--- src/rtl/core/lpr_pkg.sv ---
package lpr_pkg;

	localparam int DEF_MAX_WIDTH  = 64;
	localparam int DEF_MAX_HEIGHT = 64;
	localparam int DEF_COORD_BITS = 8;
	localparam int QUEUE_DEPTH    = 2;

	localparam int PIX_BITS   = 6;
	localparam int ADDR_BITS  = 12;
	localparam int COLOR_BITS = 8;
	localparam int DIM_BITS   = 7;
	localparam int PADDR_BITS = 4;
	localparam int PDATA_BITS = 32;

	// Register indexes, taken from paddr[3:2].
	localparam logic [1:0] REG_DRAW_COLOR    = 2'd0;
	localparam logic [1:0] REG_CANVAS_WIDTH  = 2'd1;
	localparam logic [1:0] REG_CANVAS_HEIGHT = 2'd2;

	typedef struct packed {
		logic [COLOR_BITS-1:0] color;
		logic [DIM_BITS-1:0]   width;
		logic [DIM_BITS-1:0]   height;
	} lpr_cfg_t;

endpackage

--- src/rtl/core/lpr_front.sv ---
module lpr_front import lpr_pkg::*; #(
	parameter int COORD_BITS = DEF_COORD_BITS,
	localparam int ERR_BITS = COORD_BITS + 3,
	localparam int ENTRY_W = 7 * COORD_BITS + 5
) (
	input  logic                         clk,
	input  logic                         arst_n,
	input  logic                         in_valid,
	output logic                         in_stall,
	input  logic signed [COORD_BITS-1:0] start_x,
	input  logic signed [COORD_BITS-1:0] start_y,
	input  logic signed [COORD_BITS-1:0] end_x,
	input  logic signed [COORD_BITS-1:0] end_y,
	output logic                         push,
	input  logic                         q_full,
	output logic [ENTRY_W-1:0]           cmd
);

	logic                         hold_valid_q;
	logic signed [COORD_BITS-1:0] x0_q, y0_q, x1_q, y1_q;
	logic signed [COORD_BITS:0]   dxs, dys;
	logic [COORD_BITS-1:0]        dx, dy;
	logic                         sx_neg, sy_neg;
	logic signed [ERR_BITS-1:0]   err0;
	logic                         accept;

	assign in_stall = hold_valid_q && q_full;
	assign accept   = in_valid && !in_stall;
	assign push     = hold_valid_q && !q_full;

	always_ff @(posedge clk or negedge arst_n) begin
		if (!arst_n) begin
			hold_valid_q <= 1'b0;
		end else if (accept) begin
			hold_valid_q <= 1'b1;
		end else if (push) begin
			hold_valid_q <= 1'b0;
		end
	end

	always_ff @(posedge clk) begin
		if (accept) begin
			x0_q <= start_x;
			y0_q <= start_y;
			x1_q <= end_x;
			y1_q <= end_y;
		end
	end

	// Classify the held command: absolute deltas, step directions and the
	// starting error term.
	always_comb begin
		dxs = {x1_q[COORD_BITS-1], x1_q} - {x0_q[COORD_BITS-1], x0_q};
		dys = {y1_q[COORD_BITS-1], y1_q} - {y0_q[COORD_BITS-1], y0_q};
		dx = dxs[COORD_BITS] ? COORD_BITS'(-dxs) : dxs[COORD_BITS-1:0];
		dy = dys[COORD_BITS] ? COORD_BITS'(-dys) : dys[COORD_BITS-1:0];
		sx_neg = !(x0_q < x1_q);
		sy_neg = !(y0_q < y1_q);
		if (dx > dy) begin
			err0 = signed'({4'b0000, dx[COORD_BITS-1:1]});
		end else begin
			err0 = -signed'({4'b0000, dy[COORD_BITS-1:1]});
		end
		cmd = {x0_q, y0_q, x1_q, y1_q, dx, dy, sx_neg, sy_neg, err0};
	end

endmodule

--- src/rtl/core/lpr_queue.sv ---
module lpr_queue import lpr_pkg::*; #(
	parameter int WIDTH = 8,
	parameter int DEPTH = QUEUE_DEPTH,
	localparam int PTR_BITS = $clog2(DEPTH),
	localparam int CNT_BITS = $clog2(DEPTH + 1)
) (
	input  logic             clk,
	input  logic             arst_n,
	input  logic             push,
	input  logic [WIDTH-1:0] wdata,
	output logic             full,
	input  logic             pop,
	output logic [WIDTH-1:0] rdata,
	output logic             empty
);

	logic [WIDTH-1:0]    entry_q [DEPTH];
	logic [PTR_BITS-1:0] wr_ptr_q, rd_ptr_q;
	logic [CNT_BITS-1:0] count_q;

	assign full  = (count_q == CNT_BITS'(DEPTH));
	assign empty = (count_q == '0);
	assign rdata = entry_q[rd_ptr_q];

	always_ff @(posedge clk or negedge arst_n) begin
		if (!arst_n) begin
			wr_ptr_q <= '0;
			rd_ptr_q <= '0;
			count_q  <= '0;
		end else begin
			if (push) begin
				wr_ptr_q <= (wr_ptr_q == PTR_BITS'(DEPTH - 1)) ? '0 : wr_ptr_q + 1'b1;
			end
			if (pop) begin
				rd_ptr_q <= (rd_ptr_q == PTR_BITS'(DEPTH - 1)) ? '0 : rd_ptr_q + 1'b1;
			end
			if (push && !pop) begin
				count_q <= count_q + 1'b1;
			end else if (pop && !push) begin
				count_q <= count_q - 1'b1;
			end
		end
	end

	always_ff @(posedge clk) begin
		if (push) begin
			entry_q[wr_ptr_q] <= wdata;
		end
	end

	a_count_bound: assert property (@(posedge clk) disable iff (!arst_n)
		count_q <= CNT_BITS'(DEPTH))
		else $error("queue count exceeds depth");

	a_no_underflow: assert property (@(posedge clk) disable iff (!arst_n)
		pop |-> !empty)
		else $error("queue popped while empty");

	a_no_overflow: assert property (@(posedge clk) disable iff (!arst_n)
		push |-> !full)
		else $error("queue pushed while full");

endmodule

--- src/rtl/core/lpr_walk.sv ---
module lpr_walk import lpr_pkg::*; #(
	parameter int COORD_BITS = DEF_COORD_BITS,
	localparam int ERR_BITS = COORD_BITS + 3,
	localparam int ENTRY_W = 7 * COORD_BITS + 5
) (
	input  logic                  clk,
	input  logic                  arst_n,
	input  lpr_cfg_t              cfg,
	input  logic                  q_empty,
	input  logic [ENTRY_W-1:0]    q_data,
	output logic                  pop,
	output logic                  out_valid,
	input  logic                  out_stall,
	output logic [PIX_BITS-1:0]   pixel_x,
	output logic [PIX_BITS-1:0]   pixel_y,
	output logic [ADDR_BITS-1:0]  pixel_address,
	output logic [COLOR_BITS-1:0] pixel_color,
	output logic                  last_pixel
);

	logic signed [COORD_BITS-1:0] c_x0, c_y0, c_x1, c_y1;
	logic [COORD_BITS-1:0]        c_dx, c_dy;
	logic                         c_sxn, c_syn;
	logic signed [ERR_BITS-1:0]   c_err;

	logic                         busy_q;
	logic signed [COORD_BITS-1:0] cur_x_q, cur_y_q, end_x_q, end_y_q;
	logic [COORD_BITS-1:0]        dx_q, dy_q;
	logic                         sxn_q, syn_q;
	logic signed [ERR_BITS-1:0]   err_q;
	logic                         out_valid_q;

	logic signed [ERR_BITS-1:0]   dxe, dye, nerr;
	logic signed [COORD_BITS-1:0] nx, ny;
	logic                         xstep, ystep, done, vis_cur, vis_next;
	logic                         out_free, step, emit, finish;
	logic [ADDR_BITS:0]           addr_full;

	assign {c_x0, c_y0, c_x1, c_y1, c_dx, c_dy, c_sxn, c_syn, c_err} = q_data;

	function automatic logic on_canvas(input logic signed [COORD_BITS-1:0] px,
		input logic signed [COORD_BITS-1:0] py, input logic [DIM_BITS-1:0] w,
		input logic [DIM_BITS-1:0] h);
		logic signed [COORD_BITS:0] xe, ye, we, he;
		xe = {px[COORD_BITS-1], px};
		ye = {py[COORD_BITS-1], py};
		we = signed'({{(COORD_BITS + 1 - DIM_BITS){1'b0}}, w});
		he = signed'({{(COORD_BITS + 1 - DIM_BITS){1'b0}}, h});
		return !xe[COORD_BITS] && !ye[COORD_BITS] && (xe < we) && (ye < he);
	endfunction

	always_comb begin
		dxe = signed'({3'b000, dx_q});
		dye = signed'({3'b000, dy_q});
		xstep = err_q > -dxe;
		ystep = err_q < dye;
		nx = xstep ? cur_x_q + (sxn_q ? {COORD_BITS{1'b1}} : COORD_BITS'(1)) : cur_x_q;
		ny = ystep ? cur_y_q + (syn_q ? {COORD_BITS{1'b1}} : COORD_BITS'(1)) : cur_y_q;
		nerr = err_q - (xstep ? dye : '0) + (ystep ? dxe : '0);
		done = (cur_x_q == end_x_q) && (cur_y_q == end_y_q);
		vis_cur = on_canvas(cur_x_q, cur_y_q, cfg.width, cfg.height);
		vis_next = on_canvas(nx, ny, cfg.width, cfg.height);
		out_free = !out_valid_q || !out_stall;
		step = busy_q && (!vis_cur || out_free);
		emit = step && vis_cur;
		// The visible pixels form one run, so the walk ends at its last one.
		finish = step && (done || (vis_cur && !vis_next));
		pop = !busy_q && !q_empty;
		addr_full = (ADDR_BITS + 1)'(cur_x_q[PIX_BITS-1:0])
			+ (ADDR_BITS + 1)'(cfg.width) * (ADDR_BITS + 1)'(cur_y_q[PIX_BITS-1:0]);
	end

	always_ff @(posedge clk or negedge arst_n) begin
		if (!arst_n) begin
			busy_q      <= 1'b0;
			out_valid_q <= 1'b0;
		end else begin
			if (pop) begin
				busy_q <= 1'b1;
			end else if (finish) begin
				busy_q <= 1'b0;
			end
			if (emit) begin
				out_valid_q <= 1'b1;
			end else if (!out_stall) begin
				out_valid_q <= 1'b0;
			end
		end
	end

	always_ff @(posedge clk) begin
		if (pop) begin
			cur_x_q <= c_x0;
			cur_y_q <= c_y0;
			end_x_q <= c_x1;
			end_y_q <= c_y1;
			dx_q    <= c_dx;
			dy_q    <= c_dy;
			sxn_q   <= c_sxn;
			syn_q   <= c_syn;
			err_q   <= c_err;
		end else if (step) begin
			cur_x_q <= nx;
			cur_y_q <= ny;
			err_q   <= nerr;
		end
		if (emit) begin
			pixel_x       <= cur_x_q[PIX_BITS-1:0];
			pixel_y       <= cur_y_q[PIX_BITS-1:0];
			pixel_address <= addr_full[ADDR_BITS-1:0];
			pixel_color   <= cfg.color;
			last_pixel    <= done || !vis_next;
		end
	end

	assign out_valid = out_valid_q;

	a_finish_idle: assert property (@(posedge clk) disable iff (!arst_n)
		finish |=> !busy_q)
		else $error("walker still busy after the end of its line");

	a_load_start: assert property (@(posedge clk) disable iff (!arst_n)
		pop |=> busy_q && (cur_x_q == $past(c_x0)) && (cur_y_q == $past(c_y0)))
		else $error("walker did not start at the line origin");

	a_last_ends: assert property (@(posedge clk) disable iff (!arst_n)
		emit && (done || !vis_next) |-> finish)
		else $error("last pixel flagged without ending the walk");

endmodule

--- src/rtl/core/line_pixel_rasterizer_top.sv ---
// Channel   Handshake                Beat payload
// in        in_valid / in_stall      start_x, start_y, end_x, end_y
// out       out_valid / out_stall    pixel_x, pixel_y, pixel_address, pixel_color, last_pixel
// config    APB r/w, pready = 1      draw_color @0x0, canvas_width @0x4, canvas_height @0x8
//
// A line passes the front stage and the queue, is loaded into the walker and is then
// walked one Bresenham step at a time, up to 2**COORD_BITS steps for the longest line.
// The walker has a single step unit; it stops at the end point or
// right after the last visible pixel. A two-entry queue lets the next lines wait.
// Reset clears control state and loads the registers with color 0 and a 64x64 canvas.
// A stalled output holds the walker only on visible pixels; off-canvas steps go on.
module line_pixel_rasterizer_top import lpr_pkg::*; #(
	parameter int MAX_WIDTH  = DEF_MAX_WIDTH,
	parameter int MAX_HEIGHT = DEF_MAX_HEIGHT,
	parameter int COORD_BITS = DEF_COORD_BITS
) (
	input  logic                         clk,
	input  logic                         arst_n,
	input  logic                         psel,
	input  logic                         penable,
	input  logic                         pwrite,
	input  logic [PADDR_BITS-1:0]        paddr,
	input  logic [PDATA_BITS-1:0]        pwdata,
	output logic [PDATA_BITS-1:0]        prdata,
	output logic                         pready,
	input  logic                         in_valid,
	output logic                         in_stall,
	input  logic signed [COORD_BITS-1:0] start_x,
	input  logic signed [COORD_BITS-1:0] start_y,
	input  logic signed [COORD_BITS-1:0] end_x,
	input  logic signed [COORD_BITS-1:0] end_y,
	output logic                         out_valid,
	input  logic                         out_stall,
	output logic [PIX_BITS-1:0]          pixel_x,
	output logic [PIX_BITS-1:0]          pixel_y,
	output logic [ADDR_BITS-1:0]         pixel_address,
	output logic [COLOR_BITS-1:0]        pixel_color,
	output logic                         last_pixel
);

	localparam int ENTRY_W = 7 * COORD_BITS + 5;

	logic [COLOR_BITS-1:0] draw_color_q;
	logic [DIM_BITS-1:0]   canvas_width_q, canvas_height_q;
	logic [1:0]            reg_idx;
	logic                  wr_en;
	lpr_cfg_t              cfg;
	logic                  push, q_full, pop, q_empty;
	logic [ENTRY_W-1:0]    cmd, q_data;

	assign pready  = 1'b1;
	assign reg_idx = paddr[3:2];
	assign wr_en   = psel && penable && pwrite && pready;

	always_ff @(posedge clk or negedge arst_n) begin
		if (!arst_n) begin
			draw_color_q    <= '0;
			canvas_width_q  <= DIM_BITS'(64);
			canvas_height_q <= DIM_BITS'(64);
		end else if (wr_en) begin
			unique case (reg_idx)
				REG_DRAW_COLOR:    draw_color_q    <= pwdata[COLOR_BITS-1:0];
				REG_CANVAS_WIDTH:  canvas_width_q  <= pwdata[DIM_BITS-1:0];
				REG_CANVAS_HEIGHT: canvas_height_q <= pwdata[DIM_BITS-1:0];
				default: ;
			endcase
		end
	end

	always_comb begin
		unique case (reg_idx)
			REG_DRAW_COLOR:    prdata = PDATA_BITS'(draw_color_q);
			REG_CANVAS_WIDTH:  prdata = PDATA_BITS'(canvas_width_q);
			REG_CANVAS_HEIGHT: prdata = PDATA_BITS'(canvas_height_q);
			default:           prdata = '0;
		endcase
	end

	// Canvas sizes above the supported maximum clip at that maximum.
	always_comb begin
		cfg.color  = draw_color_q;
		cfg.width  = (canvas_width_q > DIM_BITS'(MAX_WIDTH)) ?
			DIM_BITS'(MAX_WIDTH) : canvas_width_q;
		cfg.height = (canvas_height_q > DIM_BITS'(MAX_HEIGHT)) ?
			DIM_BITS'(MAX_HEIGHT) : canvas_height_q;
	end

	lpr_front #(
		.COORD_BITS(COORD_BITS)
	) u_front (
		.clk     (clk),
		.arst_n  (arst_n),
		.in_valid(in_valid),
		.in_stall(in_stall),
		.start_x (start_x),
		.start_y (start_y),
		.end_x   (end_x),
		.end_y   (end_y),
		.push    (push),
		.q_full  (q_full),
		.cmd     (cmd)
	);

	lpr_queue #(
		.WIDTH(ENTRY_W),
		.DEPTH(QUEUE_DEPTH)
	) u_queue (
		.clk   (clk),
		.arst_n(arst_n),
		.push  (push),
		.wdata (cmd),
		.full  (q_full),
		.pop   (pop),
		.rdata (q_data),
		.empty (q_empty)
	);

	lpr_walk #(
		.COORD_BITS(COORD_BITS)
	) u_walk (
		.clk          (clk),
		.arst_n       (arst_n),
		.cfg          (cfg),
		.q_empty      (q_empty),
		.q_data       (q_data),
		.pop          (pop),
		.out_valid    (out_valid),
		.out_stall    (out_stall),
		.pixel_x      (pixel_x),
		.pixel_y      (pixel_y),
		.pixel_address(pixel_address),
		.pixel_color  (pixel_color),
		.last_pixel   (last_pixel)
	);

endmodule
--- config.mk ---
export PLATFORM = sky130hd
export DESIGN_NAME = line_pixel_rasterizer_top
export DESIGN_NICKNAME = d
export VERILOG_FILES = /design/src/rtl/core/lpr_pkg.sv /design/src/rtl/core/lpr_front.sv /design/src/rtl/core/lpr_queue.sv /design/src/rtl/core/lpr_walk.sv /design/src/rtl/core/line_pixel_rasterizer_top.sv
export SDC_FILE = /design/constraint.sdc
export NUM_CORES = 1
export LEC_CHECK = 0
export BUFFER_PORTS_ARGS = -buffer_cell sky130_fd_sc_hd__buf_2
export CORE_ASPECT_RATIO = 0.6
export CORE_UTILIZATION = 60
export CTS_BUF_LIST = sky130_fd_sc_hd__clkbuf_8
export CTS_CLUSTER_DIAMETER = 100
export DETAILED_ROUTE_END_ITERATION = 8
export PLACE_DENSITY_LB_ADDON = 0.05
export SYNTH_ARGS = -nofsm -noshare
export SYNTH_HDL_FRONTEND = slang
export SYNTH_SLANG_ARGS = --single-unit
--- constraint.sdc ---
create_clock -name clk -period 5.65 [get_ports clk]
set_input_delay 0.565 -clock clk [delete_from_list [all_inputs] [get_ports clk]]
set_output_delay 0.565 -clock clk [all_outputs]
set_load 0.01 [all_outputs]
==> Word level (Yosys, flattened, before mapping) <==
Memories as Yosys holds them, arrays and structs flattened.
Cells that the tools add are included.
{ "classes": {"n_addsub": 15, "n_mul": 1, "magnitude_cmp": 11, "n_eq_ne": 6, "n_mux": 30, "n_reduce_logical": 48} }
{ "ops": {"columns": ["operator", "count"], "rows": [
  ["$mux W8", 12],
  ["$lt A8 B8 Y1", 6],
  ["$mux W11", 3],
  ["$pmux W8 S3", 1],
  ["$logic_and A1 B1 Y1", 19],
  ["$sub A8 B8 Y9", 2],
  ["$add A8 B8 Y8", 2],
  ["$eq A8 B8 Y1", 2],
  ["$logic_not A1 Y1", 16],
  ["$neg A8 Y8", 2],
  ["$gt A7 B7 Y1 const B", 2],
  ["$mux W7", 2],
  ["$add A6 B12 Y12", 1],
  ["$mul A7 B6 Y12", 1],
  ["$add A11 B11 Y11", 1],
  ["$gt A11 B11 Y1", 1],
  ["$lt A11 B9 Y1", 1],
  ["$neg A7 Y11", 1],
  ["$neg A8 Y11", 1],
  ["$sub A11 B11 Y11", 1],
  ["$mux W1", 10],
  ["$gt A8 B8 Y1", 1],
  ["$reduce_bool A2 Y1", 4],
  ["$reduce_and A2 Y1", 3],
  ["other kinds (9)", 16]
]} }
{ "totals": {"regBits": 155, "mem_bits_rw": 122, "input_bits": 75, "out_inout_bits": 68, "word_cells": 139, "n_memories": 1} }
{ "memory_table": {"columns": ["name", "words", "width", "read_ports", "rd_ports_with_merged_regs", "write_ports", "line_no", "rtl"], "rows": [
  ["u_queue.entry_q", 2, 61, 1, 0, 1, "lpr_queue.sv:17", "logic [WIDTH-1:0] entry_q [DEPTH];"]
]} }

==> Logic depth before layout (Yosys ltp) <==
Gate-level depths: netlist of run 1.
{ "depth": {"word_depth": 13, "mapped_depth": 24, "mapped_depth_nobuf": 22} }

==> By module <==
Synthesis of run 1 repeated with hierarchy kept, for this count alone.
{ "hier_totals": {"hier_cells": 1268, "hier_area_um2": 16213.0} }
{ "by_module_without_submodules": {"columns": ["module", "instances", "cells_per_inst", "area_each_um2", "seq_area_each_um2"], "rows": [
  ["lpr_walk", 1, 699, 7383.3, 2872.8],
  ["lpr_queue", 1, 206, 4889.7, 3763.6],
  ["lpr_front", 1, 248, 2608.8, 985.9],
  ["line_pixel_rasterizer_top", 1, 115, 1331.3, 553.0]
]} }

==> Worst setup path after synthesis of run 1 <==
OpenSTA, ideal clock, no wires.
{ "synth_timing": {"path_type": "reg-to-reg", "startpoint": "reg u_walk.dx_q[4]", "endpoint": "reg u_walk.err_q[8], data pin", "setup_ns": 0.270, "arrival_time_ns": 4.562, "required_ns": 5.380, "slack_ns": 0.817, "path_stages_with_launch": 24, "path_buffers": 2, "period_less_slack_ns": 4.833, "cell_sequence": "edfxtp_1 -> nor4_1 -> nand2_1 -> o21ai_0 -> nand2b_1 -> ha_1 -> nand4_1 -> nor3_1 -> a41o_1 -> a31oi_1 -> clkbuf_1 -> clkbuf_1 -> and2_1 -> fa_1 -> inv_1 -> fa_1 -> a21o_1 -> a21oi_1 -> o21bai_1 -> a21oi_1 -> o21bai_1 -> a21oi_1 -> xor2_1 -> a21oi_1"} }
{ "synth_via": {"elab_chain_len": 7, "elab_cells_between_ends": 8, "cone_classes": "3 x add/sub; 1 x order compare; 4 x mux"} }
{ "synth_rtl": {"columns": ["item", "line_no", "rtl"], "rows": [
  ["start: declaration", "lpr_walk.sv:28", "logic [COORD_BITS-1:0] dx_q, dy_q;"],
  ["start signal: assignment", "lpr_walk.sv:97", "dx_q <= c_dx;"],
  ["$neg A8 Y11", "lpr_walk.sv:55", "xstep = err_q > -dxe;"],
  ["$gt A11 B11 Y1", "lpr_walk.sv:55", null],
  ["$mux W8", "lpr_walk.sv:59", "nerr = err_q - (xstep ? dye : '0) + (ystep ? dxe : '0);"],
  ["$sub A11 B11 Y11", "lpr_walk.sv:59", null],
  ["$add A11 B11 Y11 *", "lpr_walk.sv:59", null],
  ["$mux W11 *", "lpr_walk.sv:102", "end else if (step) begin"],
  ["$mux W11 *", "lpr_walk.sv:92", "if (pop) begin"],
  ["end signal: assignment", "lpr_walk.sv:101", "err_q <= c_err;"],
  ["end signal: assignment", "lpr_walk.sv:105", "err_q <= nerr;"],
  ["end: declaration", "lpr_walk.sv:30", "logic signed [ERR_BITS-1:0] err_q;"]
]} }
Every way passes the cells marked *; elsewhere a longest branch is shown, timed or not. The select of a mux whose other input is x is not followed.
A chain may end at the register's enable or synchronous reset.

==> Worst setup path after layout of run 1 <==
{ "layout_timing": {"startpoint": "reg u_walk.dx_q[5]", "endpoint": "reg u_walk.err_q[8], data pin"} }
Same word-level chain as after synthesis.

==> impl_metrics.toml, run 1 <==
[worst_hold_path]
hp-class = "in -> async"

[synth]
ys_seq_area_share_pct = 52.0
yosysWarnings = 0
synth_edf_count = 248
syn_area_per_cell_um2 = 12.3
synth-async-reset-ratio_pct = 10.5
synth_flop_cell = "edfxtp_1"
synth_cells = 1275
synth-seq-cells = 277
syn-cell-area_mm2 = 0.0157
netlist-cell-type-count = 68

[critical_path]
path_class = "reg -> reg"
cp_max_fo = 9
critPathRequiredTime_ns = 5.93
start_kind = "register"
end_kind = "register"
arrival_ns = 5.46

[detailed_routing]
wl_per_cell_um = 19.5
wirelength_um = 34900
dr_total_vias = 10103
first_pass_iters = 5
drtAntennaViolNets = 0
drtIter0Drc = 917
drc = 0
viasPerCell = 5.66

[clock_network]
numCtsBuffers = 42
htree_num_levels = 2
root_buffer = "clkbuf_8"
clk_latency_ns = 0.59
clock_path_buffers = 3
clk_pin_slew_worst_paths_ns = 0.07
cts_tree = "done"
cts_setup_buffers = 0
cts_resized = 0
postCtsHoldBufs = 0
cts_sinks = 277

[power]
pwr_density_cell_mw_per_mm2 = 698
power_mw = 12.1
power.leakage_nw = 7.28
peakVddDrop_mv = 0.453

[timing]
fin_crit_sh_pct = 91.6
max_slew.worst_pin.slew_ns = 1.10
final.setup.tns_ns = 0
fmax_mhz = 193
drv_slew = 0
grt_setup_unrepaired = "false"
slew_headroom_pct = 26.3
finalSetupViolCount = 0
period_minus_slack_ns = 5.18
fin_ws_ns = 0.473
whs_ns = 0.0348
skew_ns = 0.0503
hold_viol = 0

[floorplan]
io_pins = 143
start_util_pct = 61.7
die_w_um = 211
die_area_mm2 = 0.0269
die_height_um = 127
coreArea_mm2 = 0.0255
placementRows = 45

[place]
place_congestion = 0.867
place_ws_ns = 0.447
port_buffers = 91
place_hpwl_um = 25500

[global_routing]
grt.overflow.total = 0
antenna_found_initial = 0
grt_pass1_vias = 9668
grt_usage_pct = 26.7
grt_max_degree = 62
grt_pass1_wl_um = 54000

[layout]
n_fill_cell = 1967
final_cell_mix = "edfxtp_1, inv_1, ha_1, buf_2, nand2_1"
fin_util_pct = 68.2
syn2layout_area_growth_pct = 10.6
mostFrequentLayoutCell = "edfxtp_1"
drive_gt1_share_pct = 18.5
antenna_cells = 0
nets = 1643

[run]
cap_violations = 0

[outcome]
outcome = "completed"
-- cells in the mapped netlist, types with 4 or more instances --
cell type / count / area share [%]
o21bai_1: 10 / 0.48
xor2_1: 20 / 1.1
nand3b_1: 5 / 0.24
a31oi_1: 11 / 0.44
or3_1: 4 / 0.16
fa_1: 35 / 4.5
a21o_1: 15 / 0.72
buf_4: 25 / 1.2
o31a_1: 6 / 0.33
nand4_1: 11 / 0.44
nor2b_1: 23 / 0.91
o31ai_1: 4 / 0.19
nand3_1: 16 / 0.51
and3_1: 5 / 0.20
ha_1: 127 / 10
nand2b_1: 11 / 0.44
mux2_2: 67 / 4.8
dfrtp_1: 27 / 4.3
clkbuf_1: 24 / 0.57
nor3b_1: 7 / 0.33
o21a_1: 13 / 0.62
edfxtp_1: 248 / 47
nor4_1: 7 / 0.28
a21oi_1: 65 / 2.1
nand2_1: 77 / 1.8
mux2i_1: 30 / 1.9
nor3_1: 18 / 0.57
and2_1: 30 / 1.2
inv_1: 130 / 3.1
xnor2_1: 57 / 3.2
a211oi_1: 11 / 0.52
nor2_1: 41 / 0.98
o21ai_0: 41 / 1.3
-- power breakdown --
| group | switching [mW] | internal, mW | leakage, nW |
|---|---|---|---|
| Sequential | 0.475 | 3.48 | 2.68 |
| Clock | 0.777 | 0.796 | 0.418 |
| Combinational | 3.80 | 2.81 | 4.17 |
| Total | 5.06 | 7.08 | 7.28 |
-- worst paths after layout --
| check | start | end | slack, ns | cells after the start |
|---|---|---|---|---|
| setup reg to reg | u_walk.dx_q[5] | u_walk.err_q[8] | 0.47 | 21 |
| setup / recovery | u_walk.dx_q[5] | u_walk.err_q[8] | 0.47 | 21 |
| hold / removal | arst_n | u_walk.busy_q | 0.03 | 1 |
| max in group asynchronous | arst_n | u_queue.rd_ptr_q | 5.11 | 1 |
| hold reg to reg | draw_color_q[1] | u_walk.pixel_color[1] | 0.47 | 0 |
| min in group clk | start_x[7] | u_front.x0_q[7] | 0.15 | 1 |
-- flip-flops by register name, summed over array words and instances, names as in the netlist, 2 cells and up --
| signal | cells |
|---|---|
| u_walk.cur_x_q | 8 |
| u_queue.count_q | 2 |
| draw_color_q | 8 |
| u_walk.pixel_x | 6 |
| u_front.x1_q | 8 |
| u_walk.pixel_color | 8 |
| u_walk.err_q | 11 |
| u_queue.entry_q | 122 |
| canvas_width_q | 7 |
| u_walk.end_y_q | 8 |
| u_walk.dy_q | 8 |
| u_front.y0_q | 8 |
| canvas_height_q | 7 |
| u_walk.dx_q | 8 |
| u_front.x0_q | 8 |
| u_walk.pixel_y | 6 |
| u_front.y1_q | 8 |
| u_walk.pixel_address | 12 |
| u_walk.cur_y_q | 8 |
| u_walk.end_x_q | 8 |
-- cell families after synthesis --
family                   share of synthesized area (%)
AO/OA/AOI/OAI                                     8.38
XOR/XNOR                                          4.49
adder cells (fa/ha/maj)                           14.6
buffers and inverters                             4.99
flip-flops                                        52.0
multiplexers                                      6.70
other                                           0.0477
AND/OR/NAND/NOR                                   8.86
-- metal layers --
layer | track usage [%] | share of wire, % | wire length [µm] | vias up
li1 | - | - | - | 4810
met1 | 43.0 | 50 | 17600 | 4904
met2 | 36.6 | 40 | 14000 | 350
met3 | 5.41 | 8.2 | 2850 | 39
met4 | 6.01 | 1.4 | 480 | 0
met5 | 0 | 0 | 0 | -
-- layout make-up --
| type | count | area (µm²) | share of cell area, % |
|---|---|---|---|
| Clock inverter | 27 | 169 | 0.971 |
| Inverter | 131 | 492 | 2.83 |
| Multi-Input combinational cell | 837 | 6880 | 39.5 |
| Sequential cell | 277 | 8180 | 47.0 |
| Clock buffer | 43 | 592 | 3.40 |
| Tap cell | 352 | 440 | 2.53 |
| Timing Repair Buffer | 117 | 651 | 3.74 |
-- per-stage QoR --
step	area, µm²	instances
6_report	17400	1784
5_1_grt	17400	1784
4_1_cts	17400	1784
3_5_place_dp	16600	1714
3_3_place_gp	16600	1714
2_1_floorplan	15800	1298
-- worst max-delay path, cell delays in order, from the launching register on --
cell      delay, ns
edfxtp_1       0.46
nor4_1         0.44
nand2_1        0.18
o21ai_0        0.20
nand2b_1       0.08
ha_1           0.27
nand4_1        0.10
nor3_1         0.27
a41o_1         0.23
a31oi_2        0.10
and2_1         0.25
fa_1           0.51
inv_1          0.07
fa_1           0.45
a21o_1         0.18
a21oi_1        0.22
o21bai_1       0.09
a21oi_1        0.23
o21bai_1       0.12
a21oi_1        0.18
xor2_1         0.18
a21oi_1        0.08
Note: power is estimated with default switching activity, not from simulation.
==> run 2, diff against run 1 <==
clock period = 5.3 ns   (was 5.65 ns; I/O delays follow)
==> run 2 against run 1 <==
Fmax grew 3.5%. Global-route usage is 0.26 points lower. Utilization is the same. First-iteration DRC count down 15%. Clock skew shrank 0.034 ns. Total power rose by 5.9%. Cell count grew 0.11%. Die area unchanged. Design area unchanged. Largest power group unchanged. Highest routed layer unchanged.
==> impl_metrics.toml, run 2 (synthesis results as in run 1) <==
[place]
port_buffers = 91
place_hpwl_um = 24900
dp.cells = 1714
place_congestion = 0.853
place_area_mm2 = 0.0166
place_ws_ns = 0.251

[critical_path]
slowest_delay_ns = 0.60
crit_chain = "nor2b_1 -> nand2_1 -> fa_1 -> fa_1 -> fa_1 -> inv_1 -> fa_1 -> ha_1 -> a21oi_1 -> o21bai_1 -> a21oi_1 -> or4b_2 -> nand4_1"
path_class = "reg -> reg"
cpMaxStageDelayCell = "or4b_2"
critPathRequiredTime_ns = 5.73
end_kind = "register"
crit_buf_inv = 1
crit_family = "adder cells"
cp_common_cell = "fa_1"
arrival_ns = 5.43
cp_max_fo = 16
start_kind = "register"

[layout]
fin_area_mm2 = 0.0174
fin_cells = 1786
reg_top3 = "u_queue.entry_q (122), u_walk.pixel_address (12), u_walk.err_q (11)"
drive_gt1_share_pct = 19.0
syn2layout_area_growth_pct = 10.6
antenna_cells = 0
fin_util_pct = 68.2
n_fill_cell = 1914
largest_register_ffs = 122
mostFrequentLayoutCell = "edfxtp_1"
final_cell_mix = "edfxtp_1, inv_1, ha_1, buf_2, nand2_1"
top_register = "u_queue.entry_q"
nets = 1643

[timing]
finalSetupViolCount = 0
drv_slew = 0
skew_ns = 0.0164
final.setup.tns_ns = 0
fin_crit_sh_pct = 94.3
slew_headroom_pct = 22.6
whs_ns = 0.115
hold_viol = 0
period_minus_slack_ns = 5.00
fin_ws_ns = 0.300
max_slew.worst_pin.slew_ns = 1.16
fmax_mhz = 200

[power]
p_seq_share_pct = 32.7
pwr_density_cell_mw_per_mm2 = 739
clkPwrFrac_pct = 12.5
p_int_mw = 7.48
p_switching_mw = 5.37
switching_share_pct = 41.8
power_frac_comb_pct = 54.8
power.leakage_nw = 7.28
power_mw = 12.9
peakVddDrop_mv = 0.610

[clock_network]
numCtsBuffers = 41
cts_setup_buffers = 0
htree_num_levels = 2
cts_tree = "done"
clk_pin_slew_worst_paths_ns = 0.07
root_buffer = "clkbuf_8"
clk_latency_ns = 0.58
clock_path_buffers = 3
cts_sinks = 277

[global_routing]
grt_max_degree = 62
grt_usage_pct = 26.4
antenna_found_initial = 1
grt_pass1_wl_um = 53400
grt_pass1_vias = 9609
grt.overflow.total = 0

[detailed_routing]
drtIter0Drc = 784
dr_total_vias = 10096
drtAntennaViolNets = 0
wirelength_um = 34200
drc = 0
viasPerCell = 5.65
first_pass_iters = 5
wl_per_cell_um = 19.1

[floorplan]
die_height_um = 127
coreArea_mm2 = 0.0255
die_area_mm2 = 0.0269
placementRows = 45
die_w_um = 211
start_util_pct = 61.7
io_pins = 143

[outcome]
outcome = "completed"

[worst_hold_path]
hp-class = "in -> reg"

[run]
cap_violations = 0
## run 2: layout make-up
cell class	count	area, µm²	area share [%]
Clock inverter	27	129	0.741
Inverter	131	492	2.83
Tap cell	352	440	2.53
Clock buffer	44	606	3.48
Multi-Input combinational cell	837	6890	39.6
Sequential cell	277	8180	47.0
Timing Repair Buffer	118	661	3.80
## run 2: what timing repair did
| action | in CTS | in global routing |
|---|---|---|
| hold buffers | 1 | 0 |
| gates resized for setup | 0 | 5 |
| endpoints found under the hold margin | 27 | 0 |
| endpoints found under the setup margin | 0 | 9 |
## run 2: final timing paths
path	start	endpoint	slack [ns]	depth (start not counted)
max	canvas_width_q[6]	u_walk.pixel_address[10]	0.30	13
min	start_y[0]	u_front.y0_q[0]	0.12	1
max reg2reg	canvas_width_q[6]	u_walk.pixel_address[10]	0.30	13
min reg2reg	draw_color_q[7]	u_walk.pixel_color[7]	0.47	0
max in group asynchronous	arst_n	u_queue.rd_ptr_q	4.26	2
min in group asynchronous	arst_n	draw_color_q[7]	0.55	2
## run 2: power groups by stage
stage	combinational (mW)	clock [mW]	sequential (mW)
floorplan	5.18	0	4.06
global placement	6.77	0	4.22
detailed placement	6.95	0	4.24
CTS	7.01	1.65	4.20
global route	7.91	1.73	4.29
finish	7.04	1.61	4.20
## run 2: per-layer routing
metal  vias to the layer above  wire [µm]  share of wire, %  GRT usage, %
met5                         -          0                 0             0
met4                         0        602               1.8          7.08
met3                        44       2760               8.1          6.15
met2                       365      13700                40          36.2
met1                      4884      17200                50          41.7
li1                       4803          -                 -             -
## run 2: worst register-to-register path: cells and delay by family (launching register included)
kind,cells,cell delay (ns)
adders and majority gates,5,2.39
and+or+nand+nor,4,1.38
AOI/OAI and AO/OA,3,0.54
DFF,1,0.47
buffers and inverters,1,0.05
==> run 3, diff against run 2 <==
SYNTH_HIERARCHICAL = 1   (was not set)
==> run 3 against run 2 <==
Via count down 2.3%. Design area rose by 3.0%. Total power is 2.0% higher. Sequential share of layout area shrank 1.4 points. Critical path depth up 7. Hold slack improved by 0.019 ns. Clock power grew 12%. Cell count increased by 0.34%. Register-to-register slack worse by 0.04 ns. Critical endpoint is now u_walk/err_q[9]. Largest power group unchanged. Highest routed layer unchanged.
==> impl_metrics.toml, run 3 <==
[clock_network]
root_buffer = "clkbuf_8"
htree_num_levels = 2
numCtsBuffers = 43
clk_latency_ns = 0.58
cts_tree = "done"
cts_sinks = 277
clock_path_buffers = 3
clk_pin_slew_worst_paths_ns = 0.07

[place]
place_hpwl_um = 25100
place_congestion = 0.881
place_ws_ns = 0.0694
port_buffers = 91

[outcome]
outcome = "completed"

[detailed_routing]
viasPerCell = 5.51
drtIter0Drc = 711
wl_per_cell_um = 18.6
dr_total_vias = 9868
drtAntennaViolNets = 0
wirelength_um = 33300
first_pass_iters = 5
drc = 0

[timing]
slew_headroom_pct = 22.0
fin_crit_sh_pct = 95.0
max_slew.worst_pin.slew_ns = 1.17
skew_ns = 0.0240
fmax_mhz = 199
finalSetupViolCount = 0
drv_slew = 0
period_minus_slack_ns = 5.04
hold_viol = 0
whs_ns = 0.135
final.setup.tns_ns = 0
fin_ws_ns = 0.263

[global_routing]
use_met1_pct = 40.1
antenna_found_initial = 0
grt.overflow.total = 0
grt_pass1_wl_um = 51900
grt.busiest_layer = "met1"
grt_usage_pct = 24.5
grt_pass1_vias = 9391
grt_use_met3_pct = 5.23
grt_max_degree = 39
grt_use_met2_pct = 32.4

[synth]
netlist-cell-type-count = 84
synth-async-reset-ratio_pct = 10.5
synth.most_common_cell = "edfxtp_1"
ys_seq_area_share_pct = 50.4
syn-cell-area_mm2 = 0.0162
synth_common_cells = "edfxtp_1, inv_1, ha_1"
yosys.area.top_type = "edfxtp_1"
synth_top_area_share_pct = 45.9
ys_top_cells_by_area = "edfxtp_1, ha_1, mux2_4"
synth_cells = 1268
synth_edf_count = 248
syn_area_per_cell_um2 = 12.8
synth_flop_cell = "edfxtp_1"
synth-seq-cells = 277
yosysWarnings = 6

[floorplan]
placementRows = 46
start_util_pct = 61.2
io_pins = 143
die_area_mm2 = 0.0277
die_height_um = 129
coreArea_mm2 = 0.0265
die_w_um = 214

[power]
power_mw = 13.1
pwr_density_cell_mw_per_mm2 = 732
peakVddDrop_mv = 0.338
power.leakage_nw = 7.78

[critical_path]
slowest_delay_ns = 0.56
path_class = "reg -> reg"
crit_chain = "or4_1 -> or4_4 -> xnor2_1 -> ha_1 -> a21o_1 -> a2111oi_4 -> a31oi_2 -> buf_4 -> buf_4 -> and2_1 -> fa_1 -> inv_1 -> ha_1 -> inv_1 -> o21bai_1 -> a21oi_2 -> o21ai_0 -> a31oi_1 -> xor2_1 -> o21ai_0"
arrival_ns = 5.36
cpMaxStageDelayCell = "or4_1"
cp_max_fo = 11
end_kind = "register"
start_kind = "register"
critPathRequiredTime_ns = 5.62

[layout]
seqCellArea_mm2 = 0.00818
multi_input_area_mm2 = 0.00727
n_fill_cell = 1986
mostFrequentLayoutCell = "edfxtp_1"
reg_top3 = "u_queue/entry_q (122), u_walk/pixel_address (12), u_walk/err_q (11)"
largest_register_ffs = 122
top_register = "u_queue/entry_q"
syn2layout_area_growth_pct = 10.6
drive_gt1_share_pct = 22.3
final_cell_mix = "edfxtp_1, inv_1, ha_1, nand2_1, buf_2"
antenna_cells = 0
nets = 1635

[run]
cap_violations = 0

[worst_hold_path]
hp-class = "in -> reg"
run 3: final timing paths:
check,from,to,slack (ns),cells past startpoint
max,u_walk/dx_q[4],u_walk/err_q[9],0.26,20
min,end_x[0],u_front/x1_q[0],0.13,1
max reg2reg,u_walk/dx_q[4],u_walk/err_q[9],0.26,20
min reg2reg,u_front/x1_q[0],u_queue/entry_q[1][37],0.48,0
max in group asynchronous,arst_n,u_queue/rd_ptr_q,4.26,2
min in group asynchronous,arst_n,u_front/hold_valid_q,0.54,2
run 3: where the power goes:
| part | internal, mW | total [mW] | switching, mW |
|---|---|---|---|
| clock network | 0.968 | 1.80 | 0.831 |
| logic | 3.25 | 7.14 | 3.90 |
| registers | 3.66 | 4.18 | 0.516 |
| total | 7.88 | 13.1 | 5.24 |
run 3: layer usage:
layer  vias to the layer above  share of wire (%)  routed length [µm]
met3                        39                7.4                2450
met1                      4794                 53               17700
met4                         0                1.4                 466
met5                         -                  0                   0
li1                       4737                  -                   -
met2                       298                 38               12700
run 3: cell families (layout without fill, tap and decap cells):
kind of cell | count (synthesis) | in the layout | share of synthesized area [%]
DFF | 277 | 277 | 50.4
and+or+nand+nor | 269 | 269 | 8.43
buffers and inverters | 188 | 329 | 5.80
AOI/OAI and AO/OA | 178 | 178 | 7.35
adders and majority gates | 160 | 160 | 13.9
muxes | 108 | 108 | 9.19
xor gates and xnor gates | 86 | 86 | 4.82
other | 2 | 25 | 0.0463
run 3: critical path, delay by kind of cell (launching register included):
kind                     cells  cell delay [ns]
adder cells (fa/ha/maj)      3             0.99
AND/OR/NAND/NOR              3             1.19
buffers and inverters        4             0.45
XOR/XNOR                     2             0.39
flip-flops                   1             0.37
AO/OA/AOI/OAI                8             1.40
run 3: timing repair:
item	4_1_cts	5_1_grt
hold buffers	1	0
endpoints found under the setup margin	0	4
setup buffers	0	1
resized for setup	0	8
endpoints found under the hold margin	11	0
run 3: final cells by class:
type / instances / area share, %
tap: 360 / 2.51
timing repair buffer: 122 / 3.85
clock buffer: 44 / 3.38
inverter: 133 / 2.79
sequential: 277 / 45.6
clock inverter: 30 / 1.31
multi-input combinational: 826 / 40.5
run 3: metrics by stage:
step	util, %	instance area, µm²	instances
floorplan	-	16300	1291
global placement	64.3	17000	1716
detailed placement	64.3	17000	1716
CTS	67.5	17900	1791
global route	67.7	17900	1792
finish	67.7	17900	1792
